**src/asfr_pkg.sv**
```systemverilog
package asfr_pkg;

	// Longest frame that is still collected; one byte more is an overflow.
	localparam int FRAME_LIMIT = 60;

	// Field widths of the transactions.
	localparam int BYTE_W  = 8;
	localparam int EVENT_W = 3;
	localparam int IDX_W   = 6;

	// The byte counter must hold FRAME_LIMIT + 1 and the accepted lengths up to 38.
	localparam int CNT_BITS = $clog2(FRAME_LIMIT + 2);
	localparam int CNT_W    = (CNT_BITS > 6) ? CNT_BITS : 6;

	// Control characters.
	localparam logic [BYTE_W-1:0] CH_ENQ = 8'h05;
	localparam logic [BYTE_W-1:0] CH_STX = 8'h02;
	localparam logic [BYTE_W-1:0] CH_ETX = 8'h03;

	// Command characters.
	localparam logic [BYTE_W-1:0] CMD_POLL   = 8'h70; // 'p'
	localparam logic [BYTE_W-1:0] CMD_ID     = 8'h65; // 'e'
	localparam logic [BYTE_W-1:0] CMD_WRITE  = 8'h77; // 'w'
	localparam logic [BYTE_W-1:0] CMD_CONF   = 8'h63; // 'c'
	localparam logic [BYTE_W-1:0] CMD_SERIAL = 8'h53; // 'S'

	// Frame lengths that are accepted at ETX.
	localparam int LEN_SHORT = 6;
	localparam int LEN_CONF  = 7;
	localparam int LEN_MID   = 25;
	localparam int LEN_LONG  = 38;

	// Event codes reported with every result.
	typedef enum logic [EVENT_W-1:0] {
		EV_NONE       = 3'd0,
		EV_ADDR_MATCH = 3'd1,
		EV_ACK_NOW    = 3'd2,
		EV_POLL       = 3'd3,
		EV_SERIAL_REQ = 3'd4,
		EV_ID_DONE    = 3'd5,
		EV_FRAME_DONE = 3'd6,
		EV_OVERFLOW   = 3'd7
	} event_t;

endpackage

```
**src/asfr_if.sv**
```systemverilog
// Received byte channel.
interface asfr_rx_if;
	logic                           valid;
	logic                           ready;
	logic [asfr_pkg::BYTE_W-1:0]    rx_byte;

	modport source (output valid, output rx_byte, input ready);
	modport sink   (input valid, input rx_byte, output ready);
endinterface

// Parse result channel.
interface asfr_res_if;
	logic                           valid;
	logic                           ready;
	logic [asfr_pkg::EVENT_W-1:0]   event_res;
	logic                           store_valid;
	logic [asfr_pkg::IDX_W-1:0]     store_index;
	logic [asfr_pkg::BYTE_W-1:0]    store_byte;
	logic [asfr_pkg::IDX_W-1:0]     frame_length;
	logic                           serial_frame;

	modport source (output valid, output event_res, output store_valid, output store_index,
		output store_byte, output frame_length, output serial_frame, input ready);
	modport sink   (input valid, input event_res, input store_valid, input store_index,
		input store_byte, input frame_length, input serial_frame, output ready);
endinterface

```
**src/addressed_serial_frame_receiver.sv**
```systemverilog
// A byte accepted into the input register passes through the parser into the result register, which gives its result.
// Throughput: one byte per cycle while results are taken; the parser stalls while a result waits unready.
// A waiting result register and the input register decouple the two channels.
// Reset (arst_n low, asynchronous): parser idle waiting for ENQ, counters and flags cleared,
// board_address zero, both pipeline registers empty.
module addressed_serial_frame_receiver (
	input  logic                          clk,
	input  logic                          arst_n,
	input  logic                          wr_en,
	input  logic [asfr_pkg::BYTE_W-1:0]   wr_data,
	asfr_rx_if.sink                       rx_chan,
	asfr_res_if.source                    result_chan
);

	typedef enum logic [2:0] {
		PH_IDLE = 3'd0,
		PH_ADDR = 3'd1,
		PH_CMD  = 3'd2,
		PH_HOLD = 3'd3,
		PH_STX  = 3'd4,
		PH_SAVE = 3'd5,
		PH_ID   = 3'd7
	} phase_t;

	localparam int CNT_W = asfr_pkg::CNT_W;
	localparam int IDX_W = asfr_pkg::IDX_W;

	// Configuration register.
	logic [asfr_pkg::BYTE_W-1:0] board_address_q;

	// Input register.
	logic                        valid_s1;
	logic [asfr_pkg::BYTE_W-1:0] byte_s1;

	// Parser state.
	phase_t                      phase_q;
	logic [CNT_W-1:0]            count_q;
	logic                        serial_pending_q;
	logic [asfr_pkg::BYTE_W-1:0] second_byte_q;

	// Result register.
	logic                        res_valid_q;
	asfr_pkg::event_t            event_q;
	logic                        store_valid_q;
	logic [IDX_W-1:0]            store_index_q;
	logic [asfr_pkg::BYTE_W-1:0] store_byte_q;
	logic [IDX_W-1:0]            frame_length_q;
	logic                        serial_frame_q;

	// Next values from the parser.
	phase_t                      phase_n;
	logic [CNT_W-1:0]            count_n;
	logic [CNT_W-1:0]            count_inc;
	logic                        serial_pending_n;
	logic [asfr_pkg::BYTE_W-1:0] second_byte_n;
	asfr_pkg::event_t            event_n;
	logic                        store_valid_n;
	logic [IDX_W-1:0]            store_index_n;
	logic [IDX_W-1:0]            frame_length_n;
	logic                        serial_frame_n;
	logic                        accept_n;

	logic advance;

	// The input register moves on whenever the result register is free or being emptied.
	assign advance       = !res_valid_q || result_chan.ready;
	assign rx_chan.ready = !valid_s1 || advance;

	// Configuration write.
	always_ff @(posedge clk or negedge arst_n) begin
		if (!arst_n) begin
			board_address_q <= '0;
		end else if (wr_en) begin
			board_address_q <= wr_data;
		end
	end

	// Input register.
	always_ff @(posedge clk or negedge arst_n) begin
		if (!arst_n) begin
			valid_s1 <= 1'b0;
			byte_s1  <= '0;
		end else if (rx_chan.ready) begin
			valid_s1 <= rx_chan.valid;
			if (rx_chan.valid) begin
				byte_s1 <= rx_chan.rx_byte;
			end
		end
	end

	// Protocol parser: one byte from the input register per step.
	always_comb begin
		phase_n          = phase_q;
		count_n          = count_q;
		count_inc        = count_q + CNT_W'(1);
		serial_pending_n = serial_pending_q;
		second_byte_n    = second_byte_q;
		event_n          = asfr_pkg::EV_NONE;
		store_valid_n    = 1'b0;
		store_index_n    = '0;
		frame_length_n   = '0;
		serial_frame_n   = 1'b0;
		accept_n         = 1'b0;
		case (phase_q)
			PH_IDLE: begin
				count_n = '0;
				if (byte_s1 == asfr_pkg::CH_ENQ) begin
					phase_n = PH_ADDR;
				end
			end
			PH_ADDR: begin
				if (byte_s1 == board_address_q) begin
					phase_n = PH_CMD;
					event_n = asfr_pkg::EV_ADDR_MATCH;
				end else begin
					phase_n = PH_IDLE;
				end
			end
			PH_CMD: begin
				case (byte_s1)
					asfr_pkg::CMD_POLL: begin
						phase_n = PH_HOLD;
						count_n = '0;
						event_n = asfr_pkg::EV_POLL;
					end
					asfr_pkg::CMD_ID: begin
						phase_n = PH_ID;
						count_n = '0;
					end
					asfr_pkg::CMD_WRITE, asfr_pkg::CMD_CONF: begin
						phase_n = PH_STX;
						count_n = '0;
						event_n = asfr_pkg::EV_ACK_NOW;
					end
					asfr_pkg::CMD_SERIAL: begin
						phase_n          = PH_STX;
						serial_pending_n = 1'b1;
						event_n          = asfr_pkg::EV_SERIAL_REQ;
					end
					default: begin
						phase_n = PH_IDLE;
					end
				endcase
			end
			PH_STX: begin
				if (byte_s1 == asfr_pkg::CH_STX) begin
					store_valid_n = 1'b1;
					count_n       = CNT_W'(1);
					phase_n       = PH_SAVE;
				end else if (byte_s1 == asfr_pkg::CH_ENQ) begin
					phase_n = PH_ADDR;
					count_n = '0;
				end else begin
					phase_n = PH_IDLE;
				end
			end
			PH_ID, PH_SAVE: begin
				store_valid_n = 1'b1;
				store_index_n = count_q[IDX_W-1:0];
				if (count_q == CNT_W'(1)) begin
					second_byte_n = byte_s1;
				end
				count_n = count_inc;
				if (count_inc > CNT_W'(asfr_pkg::FRAME_LIMIT)) begin
					event_n = asfr_pkg::EV_OVERFLOW;
					phase_n = PH_IDLE;
				end else if (byte_s1 == asfr_pkg::CH_ETX) begin
					if (phase_q == PH_ID) begin
						event_n        = asfr_pkg::EV_ID_DONE;
						frame_length_n = count_inc[IDX_W-1:0];
						phase_n        = PH_IDLE;
					end else begin
						// A pending serial request accepts any length.
						if (serial_pending_q) begin
							serial_pending_n = 1'b0;
							serial_frame_n   = 1'b1;
							accept_n         = 1'b1;
							phase_n          = PH_HOLD;
						end
						if (count_inc == CNT_W'(asfr_pkg::LEN_SHORT)) begin
							accept_n = 1'b1;
							phase_n  = PH_IDLE;
							count_n  = '0;
						end else if ((count_inc == CNT_W'(asfr_pkg::LEN_CONF)
								&& second_byte_q == asfr_pkg::CMD_CONF)
								|| count_inc == CNT_W'(asfr_pkg::LEN_MID)
								|| count_inc >= CNT_W'(asfr_pkg::LEN_LONG)) begin
							accept_n = 1'b1;
							phase_n  = PH_HOLD;
						end
						if (accept_n) begin
							event_n        = asfr_pkg::EV_FRAME_DONE;
							frame_length_n = count_inc[IDX_W-1:0];
						end
					end
				end else if (byte_s1 == asfr_pkg::CH_ENQ) begin
					phase_n = PH_ADDR;
					count_n = '0;
				end
			end
			default: begin
				// Hold after a poll or after an accepted frame that is not of the short length: the byte is dropped.
				phase_n = PH_IDLE;
			end
		endcase
	end

	// Parser state and result register.
	always_ff @(posedge clk or negedge arst_n) begin
		if (!arst_n) begin
			phase_q          <= PH_IDLE;
			count_q          <= '0;
			serial_pending_q <= 1'b0;
			second_byte_q    <= '0;
			res_valid_q      <= 1'b0;
			event_q          <= asfr_pkg::EV_NONE;
			store_valid_q    <= 1'b0;
			store_index_q    <= '0;
			store_byte_q     <= '0;
			frame_length_q   <= '0;
			serial_frame_q   <= 1'b0;
		end else if (advance) begin
			res_valid_q <= valid_s1;
			if (valid_s1) begin
				phase_q          <= phase_n;
				count_q          <= count_n;
				serial_pending_q <= serial_pending_n;
				second_byte_q    <= second_byte_n;
				event_q          <= event_n;
				store_valid_q    <= store_valid_n;
				store_index_q    <= store_index_n;
				store_byte_q     <= store_valid_n ? byte_s1 : '0;
				frame_length_q   <= frame_length_n;
				serial_frame_q   <= serial_frame_n;
			end
		end
	end

	// Result channel.
	assign result_chan.valid        = res_valid_q;
	assign result_chan.event_res    = event_q;
	assign result_chan.store_valid  = store_valid_q;
	assign result_chan.store_index  = store_index_q;
	assign result_chan.store_byte   = store_byte_q;
	assign result_chan.frame_length = frame_length_q;
	assign result_chan.serial_frame = serial_frame_q;

`ifndef SYNTHESIS
	// A completed frame or ID always ends on a stored ETX.
	assert property (@(posedge clk) disable iff (!arst_n)
		res_valid_q && (event_q == asfr_pkg::EV_FRAME_DONE || event_q == asfr_pkg::EV_ID_DONE)
		|-> store_valid_q && store_byte_q == asfr_pkg::CH_ETX)
		else $error("frame end reported without a stored ETX");

	// The serial flag is only given with a completed frame.
	assert property (@(posedge clk) disable iff (!arst_n)
		res_valid_q && serial_frame_q |-> event_q == asfr_pkg::EV_FRAME_DONE)
		else $error("serial flag outside a frame completion");

	// While collecting, the count stays within the frame limit; a payload frame
	// always holds its STX, while an ID frame starts from zero.
	assert property (@(posedge clk) disable iff (!arst_n)
		(phase_q == PH_SAVE || phase_q == PH_ID)
		|-> count_q <= CNT_W'(asfr_pkg::FRAME_LIMIT)
			&& (phase_q == PH_ID || count_q >= CNT_W'(1)))
		else $error("byte count out of range while collecting");

	// An accepted byte always lands in the input register.
	assert property (@(posedge clk) disable iff (!arst_n)
		rx_chan.valid && rx_chan.ready |=> valid_s1)
		else $error("accepted byte lost at the input register");
`endif

endmodule
```
**src/flat_wrapper.sv**
```systemverilog
// flat-port wrapper written by rule: the top's interface ports become plain ports
module addressed_serial_frame_receiver_flat 
  (clk, arst_n, wr_en, wr_data, rx_chan_valid, rx_chan_rx_byte, rx_chan_ready, result_chan_valid, result_chan_event_res, result_chan_store_valid, result_chan_store_index, result_chan_store_byte, result_chan_frame_length, result_chan_serial_frame, result_chan_ready);
  asfr_rx_if rx_chan_i ();
  asfr_res_if result_chan_i ();
  input  logic clk;
  input  logic arst_n;
  input  logic wr_en;
  input  logic [asfr_pkg::BYTE_W-1:0] wr_data;
  input wire logic [$bits(rx_chan_i.valid)-1:0] rx_chan_valid;
  input wire logic [$bits(rx_chan_i.rx_byte)-1:0] rx_chan_rx_byte;
  output wire logic [$bits(rx_chan_i.ready)-1:0] rx_chan_ready;
  output wire logic [$bits(result_chan_i.valid)-1:0] result_chan_valid;
  output wire logic [$bits(result_chan_i.event_res)-1:0] result_chan_event_res;
  output wire logic [$bits(result_chan_i.store_valid)-1:0] result_chan_store_valid;
  output wire logic [$bits(result_chan_i.store_index)-1:0] result_chan_store_index;
  output wire logic [$bits(result_chan_i.store_byte)-1:0] result_chan_store_byte;
  output wire logic [$bits(result_chan_i.frame_length)-1:0] result_chan_frame_length;
  output wire logic [$bits(result_chan_i.serial_frame)-1:0] result_chan_serial_frame;
  input wire logic [$bits(result_chan_i.ready)-1:0] result_chan_ready;
  assign rx_chan_i.valid = rx_chan_valid;
  assign rx_chan_i.rx_byte = rx_chan_rx_byte;
  assign rx_chan_ready = rx_chan_i.ready;
  assign result_chan_valid = result_chan_i.valid;
  assign result_chan_event_res = result_chan_i.event_res;
  assign result_chan_store_valid = result_chan_i.store_valid;
  assign result_chan_store_index = result_chan_i.store_index;
  assign result_chan_store_byte = result_chan_i.store_byte;
  assign result_chan_frame_length = result_chan_i.frame_length;
  assign result_chan_serial_frame = result_chan_i.serial_frame;
  assign result_chan_i.ready = result_chan_ready;
  addressed_serial_frame_receiver u_core (.clk(clk), .arst_n(arst_n), .wr_en(wr_en), .wr_data(wr_data), .rx_chan(rx_chan_i), .result_chan(result_chan_i));
endmodule
```
**config.mk**
```make
export PLATFORM = sky130hd
export DESIGN_NAME = addressed_serial_frame_receiver_flat
export DESIGN_NICKNAME = d
export VERILOG_FILES = /design/src/asfr_pkg.sv /design/src/asfr_if.sv /design/src/addressed_serial_frame_receiver.sv /design/src/flat_wrapper.sv
export SDC_FILE = /design/constraint.sdc
export NUM_CORES = 1
export LEC_CHECK = 0
export ABC_CLOCK_PERIOD_IN_PS = 4200
export BUFFER_PORTS_ARGS = -buffer_cell sky130_fd_sc_hd__buf_4
export CORE_MARGIN = 2
export CORE_UTILIZATION = 40
export DETAILED_ROUTE_END_ITERATION = 12
export GPL_TIMING_DRIVEN = 0
export PLACE_DENSITY = 0.7
export SLEW_MARGIN = 20
export SYNTH_ARGS = -nofsm -noshare
export SYNTH_HDL_FRONTEND = slang
export SYNTH_SLANG_ARGS = --single-unit
export TNS_END_PERCENT = 100
```
**constraint.sdc**
```tcl
create_clock -name clk -period 4.2 [get_ports clk]
set_input_delay 0.21 -clock clk [delete_from_list [all_inputs] [get_ports clk]]
set_output_delay 0.21 -clock clk [all_outputs]
set_load 0.005 [all_outputs]
```
Word-level counts from Yosys, hierarchy flattened
Index checks and enable logic that the tools add are counted.
{"block": "classes", "shift": 0, "n_div": 0, "reduce_logical": 20, "order_cmp": 2, "multipliers": 0, "n_eq_ne": 26, "muxes": 53, "n_addsub": 1, "n_bitwise": 0}
{"cell": "two-way mux 6 bit", "n": 14}
{"cell": "== test 8 x 7 -> 1 bit, second input constant", "n": 6}
{"cell": "two-way mux 3 bit", "n": 12}
{"cell": "case mux 3 bit (3 select lines)", "n": 3}
{"cell": "case mux 6 bit (4 select lines)", "n": 1}
{"cell": "two-way mux 1 bit", "n": 18}
{"cell": "== test 8 x 2 -> 1 bit, second input constant", "n": 2}
{"cell": "case mux 3 bit (5 select lines)", "n": 1}
{"cell": "== test 6 x 3 -> 1 bit, second input constant", "n": 2}
{"cell": "== test 3 bit, second input constant", "n": 3}
{"cell": "== test 8 x 3 -> 1 bit, second input constant", "n": 1}
{"cell": "== test 8 bit", "n": 1}
{"cell": "two-way mux 8 bit", "n": 1}
{"cell": "!= test 7 x 5 -> 1 bit, second input constant", "n": 1}
{"cell": "AND reduction 7 bit", "n": 1}
{"cell": "adder 6 x 1 -> 6 bit, second input constant", "n": 1}
{"cell": "== test 6 x 1 -> 1 bit, second input constant", "n": 1}
{"cell": "== test 6 x 5 -> 1 bit, second input constant", "n": 1}
{"cell": "greater-or-equal comparator 6 bit, second input constant", "n": 1}
{"cell": "> comparator 6 bit, second input constant", "n": 1}
{"cell": "!= test 2 bit, second input constant", "n": 3}
{"cell": "AND reduction 5 bit", "n": 1}
{"cell": "logical OR 1 bit", "n": 4}
{"cell": "!= test 2 x 1 -> 1 bit, second input constant", "n": 2}
{"cell": "other kinds (16)", "n": 20}
{"block": "word_totals", "memories": 0, "reg_bits": 61, "mem_bits_ro": 0, "out_inout_bits": 27, "mem_bits_rw": 0, "inputBits": 21, "word_cells": 116, "latch_bits": 0}

Logic depth before layout (Yosys ltp)
{"block": "depth", "word_depth": 16, "depth_mapped": 9, "mapped_depth_nobuf": 8}

Least setup slack after synthesis
OpenSTA, ideal clock, no wires.
{"block": "synth_path", "path_type": "register -> register", "start": "register u_core.count_q[1]", "end": "register u_core.event_q[2], in the netlist u_core.result_chan.event_res[2]", "setup_ns": 0.126, "path_stages_with_launch": 9, "arrival_time_ns": 2.148, "path_buffers": 1, "synth_period_minus_slack_ns": 2.274, "slack_ns": 1.926, "cell_sequence": "dfrtp_1 ha_1 clkbuf_1 nand3b_1 o22ai_1 a22o_1 a221o_1 o311a_1 a221o_1"}
{"block": "synth_between", "elab_chain_len": 16, "word_cells_on_any_way": 20, "classes_between": "add/sub (1); order compare (2); eq/ne (3); mux (11); reduce/logical (3)"}
{"item": "from (decl)", "line": "addressed_serial_frame_receiver.sv:37", "source": "logic [CNT_W-1:0] count_q;"}
{"item": "from (signal assigned)", "line": "addressed_serial_frame_receiver.sv:226", "source": "count_q <= count_n;"}
{"item": "adder 6 x 1 -> 6 bit *", "line": "addressed_serial_frame_receiver.sv:95", "source": "count_inc = count_q + CNT_W'(1);"}
{"item": "parallel branches: the longest is 13 deep, another holds greater-or-equal comparator 6 bit"}
{"item": "two-way mux 3 bit *", "line": "addressed_serial_frame_receiver.sv:164", "source": "if (count_inc > CNT_W'(asfr_pkg::FRAME_LIMIT)) begin"}
{"item": "case mux 3 bit (3 select lines) *", "line": "addressed_serial_frame_receiver.sv:104", "source": "case (phase_q)"}
{"item": "to (signal assigned)", "line": "addressed_serial_frame_receiver.sv:216", "source": "event_q <= asfr_pkg::EV_NONE;"}
{"item": "to (signal assigned)", "line": "addressed_serial_frame_receiver.sv:229", "source": "event_q <= event_n;"}
{"item": "to (decl)", "line": "addressed_serial_frame_receiver.sv:43", "source": "asfr_pkg::event_t event_q;"}
Mark *: on every way between the ends. The select of a mux whose other input is x is not followed.
A chain may end at the register's enable or synchronous reset.

Worst setup path after layout
{"block": "layout_path", "start": "register u_core.count_q[1]", "end": "register u_core.phase_q[2]"}
{"block": "layout_between", "elab_chain_len": 11, "word_cells_on_any_way": 17, "classes_between": "add/sub (1); order compare (2); eq/ne (4); mux (6); reduce/logical (4)"}
{"item": "adder 6 x 1 -> 6 bit *", "line": "addressed_serial_frame_receiver.sv:95"}
{"item": "parallel branches: the longest is 10 deep, another holds greater-or-equal comparator 6 bit"}
{"item": "to (signal assigned)", "line": "addressed_serial_frame_receiver.sv:225", "source": "phase_q <= phase_n;"}
{"item": "to (decl)", "line": "addressed_serial_frame_receiver.sv:36", "source": "phase_t phase_q;"}
Mark *: on every way between the ends.

==> impl_metrics.toml <==
[grt]
grt_pass1_vias = 2641
grt_max_degree = 62
antenna_found_initial = 0
grt_pass1_wl_um = 13200
overflow = 0
grtUsageTotal_pct = 19.1

[worst_setup_path]
path_buf_inv = 1
crit_family = "compound AO/OA/AOI/OAI gates"
endpoint_kind = "flop"
worstSetupStartpointType = "flop"
rr_worst_depth = 8
slowest_stage = "o21ai_0"
crit_type = "flop to flop"
crit_start = "u_core.count_q[1]"
endpoint = "u_core.phase_q[2]"
path_cells = "ha_1, clkbuf_1, nand2b_1, o21ai_0, a22oi_1, o21ai_0, nor3_1, o32a_1"
r2r-end = "u_core.phase_q[2]"
cpPeakStageDelay_ns = 0.54
crit_cells = 8
r2r_setup_slack_ns = 1.57
r2r_start = "u_core.count_q[1]"
crit_top_cell = "o21ai_0"
cp_data_arrival_time_ns = 2.86
critical_path.max_fanout = 10
worstPathRequired_ns = 4.43

[synthesis]
yosys.area.top_type_share_pct = 46.6
seq_area_frac_synth_pct = 46.6
synthTopCellsByArea = "dfrtp_1 (47%), mux2_2 (8.3%), nand2_1 (3.4%), a22o_1 (2.7%), xnor2_1 (2.7%)"
synth_area_sq_mm = 0.00327
postSynthAreaPerCell_sq_um = 10.2
synth_cells = 321
synthTopCellsByCount = "dfrtp_1 (61), nand2_1 (30), mux2_2 (24), nor2_1 (21), o21ai_0 (15)"
synthArstFlopShare_pct = 100
synth_most_common_cell = "dfrtp_1"
yosys_warnings = 0
syn_nets = 347
synth-edff-count = 0
synth_cell_types = 62
ys_ff_latch = 61
yosysTopAreaCell = "dfrtp_1"
synth_flop_cell = "dfrtp_1"

[place]
portBuffers = 46
dpl.cell_count = 469
routabilityCongestion = 0.917
placed_area_sq_mm = 0.00375
place_ws_ns = 1.62
hpwl_um = 5650

[timing]
hold_violations = 0
min_period_ns = 2.63
rsz0062_at_grt = "false"
fin_skew_ns = 0.00860
maxSlewHeadroom_pct = 46.5
setup_violations = 0
setup_tns_ns = 0
fin_ws_ns = 1.57
drv_slew = 0
tightest_slew_ns = 0.803
holdWs_ns = 0.0688
post-route-period-util_pct = 62.6
maxClockFrequency_mhz = 380

[pwr]
peakVddDrop_v = 0.000252
p_leak_nw = 1.75
finalPower_mw = 1.87
power-per-cell-area_mw_per_mm2 = 473

[floorplanning]
core_sq_mm = 0.00785
die_w_um = 94.5
start_util_pct = 41.7
die_h_um = 94.5
row_count = 32
die_area_sq_mm = 0.00893
io_pins = 48

[route]
drc = 0
wl_per_cell_um = 16.0
totalWireLength_um = 7760
drtAntennaViolNets = 0
routed-via-count = 2715
drt-vias-per-instance = 5.59
firstDrtPassIters = 4
first_iter_violations = 176

[clocking]
cts_tree = "built"
cts.sinks = 61
ctsResizeCount = 0
clk_path_buf_depth = 2
htree_num_levels = 3
clk_pin_slew_ns = 0.07
cts_hold_buf = 1
cts_setup_buffers = 0
numCtsBuffers = 9
cts_root_buffer = "clkbuf_8"
clk_latency_ns = 0.34

[min_path]
holdPathStages = 2
hold_class = "input port to flop"

[cells_and_area]
fin_util_pct = 50.3
fillers = 743
n_antenna_cell = 0
syn2layout_area_growth_pct = 20.6
drive_gt1_share_pct = 25.8
fin_cells = 486
finalInstanceArea_sq_mm = 0.00395
layout.nets = 405

[run_status]
status = "completed"

[run]
cap_viol_max_count = 0
[state kept, by name, indices dropped and copies added (netlist names), 3 cells and up]
register	count
u_core.result_chan.store_byte	8
u_core.result_chan.event_res	3
u_core.phase_q	3
u_core.second_byte_q	8
u_core.board_address_q	8
u_core.byte_s1	8
u_core.result_chan.frame_length	6
u_core.result_chan.store_index	6
u_core.count_q	6
[where the power goes]
group          leakage (nW)  internal (mW)  switching [mW]  total (mW)
logic                 0.870          0.263           0.313       0.576
registers             0.781          0.689          0.0892       0.779
clock network         0.103          0.286           0.226       0.512
[worst register-to-register path: cells and delay by family (launching register included)]
kind	cells	cell delay, ns
AND/OR/NAND/NOR	2	0.35
buffers and inverters	1	0.22
flip-flops	1	0.46
AO/OA/AOI/OAI	4	1.28
adder cells (fa/ha/maj)	1	0.23
[layout make-up]
| type | instances | area (sq um) | share of cell area [%] |
|---|---|---|---|
| buffer | 18 | 82.6 | 2.09 |
| clock buffer | 11 | 141 | 3.58 |
| clock inverter | 5 | 50.0 | 1.27 |
| inverter | 7 | 26.3 | 0.665 |
| multi-input combinational | 235 | 1640 | 41.5 |
| sequential | 61 | 1530 | 38.7 |
| tap | 102 | 128 | 3.23 |
| timing repair buffer | 47 | 355 | 9.00 |
[how the worst min path moves through the flow]
stage,from,endpoint,slack [ns]
final,rx_chan_valid,u_core.valid_s1,0.07
after global routing,rx_chan_valid,u_core.valid_s1,0.07
after CTS,rx_chan_valid,u_core.valid_s1,0.06
after detailed placement,arst_n,u_core.result_chan.store_valid,0.33
after global placement,arst_n,u_core.result_chan.serial_frame,0.33
after floorplan,arst_n,u_core.board_address_q[0],-0.09
[cell usage in the layout, fill, tap and decap left out, types with 3 or more instances in the layout]
master / n
nor2_1: 21
o211ai_1: 3
inv_1: 7
dfrtp_1: 61
nor2b_1: 4
and3_1: 5
nand2b_1: 7
mux2_2: 24
o31ai_1: 6
clkbuf_1: 14
xnor2_1: 10
a22o_1: 10
buf_2: 3
buf_4: 47
ha_1: 5
nor3_1: 9
a221o_1: 4
o21ai_0: 15
a21o_1: 3
a211oi_1: 3
nand3_1: 9
clkbuf_8: 10
nand3b_1: 5
a21oi_1: 12
nand4_1: 3
nand2_1: 30
o2bb2ai_1: 3
clkinv_2: 4
o21a_1: 4
[cell families after synthesis]
family          after synthesis  share of synthesized area [%]
compound gates               86                           19.5
xor+xnor                     11                           2.94
fa+ha+maj                     5                           1.91
buf+inv                      25                           3.32
flops                        61                           46.6
mux                          24                           8.25
simple gates                109                           17.4
[metal layers]
layer | vias to the layer above | part of all wire (%) | wire length, um | track usage [%]
met2 | 91 | 45 | 3520 | 28.6
li1 | 1302 | - | - | -
met1 | 1301 | 47 | 3640 | 26.5
met3 | 21 | 5.0 | 385 | 4.39
met4 | 0 | 2.8 | 214 | 8.09
met5 | - | 0 | 0 | 0
(Power assumes the default switching activity.)
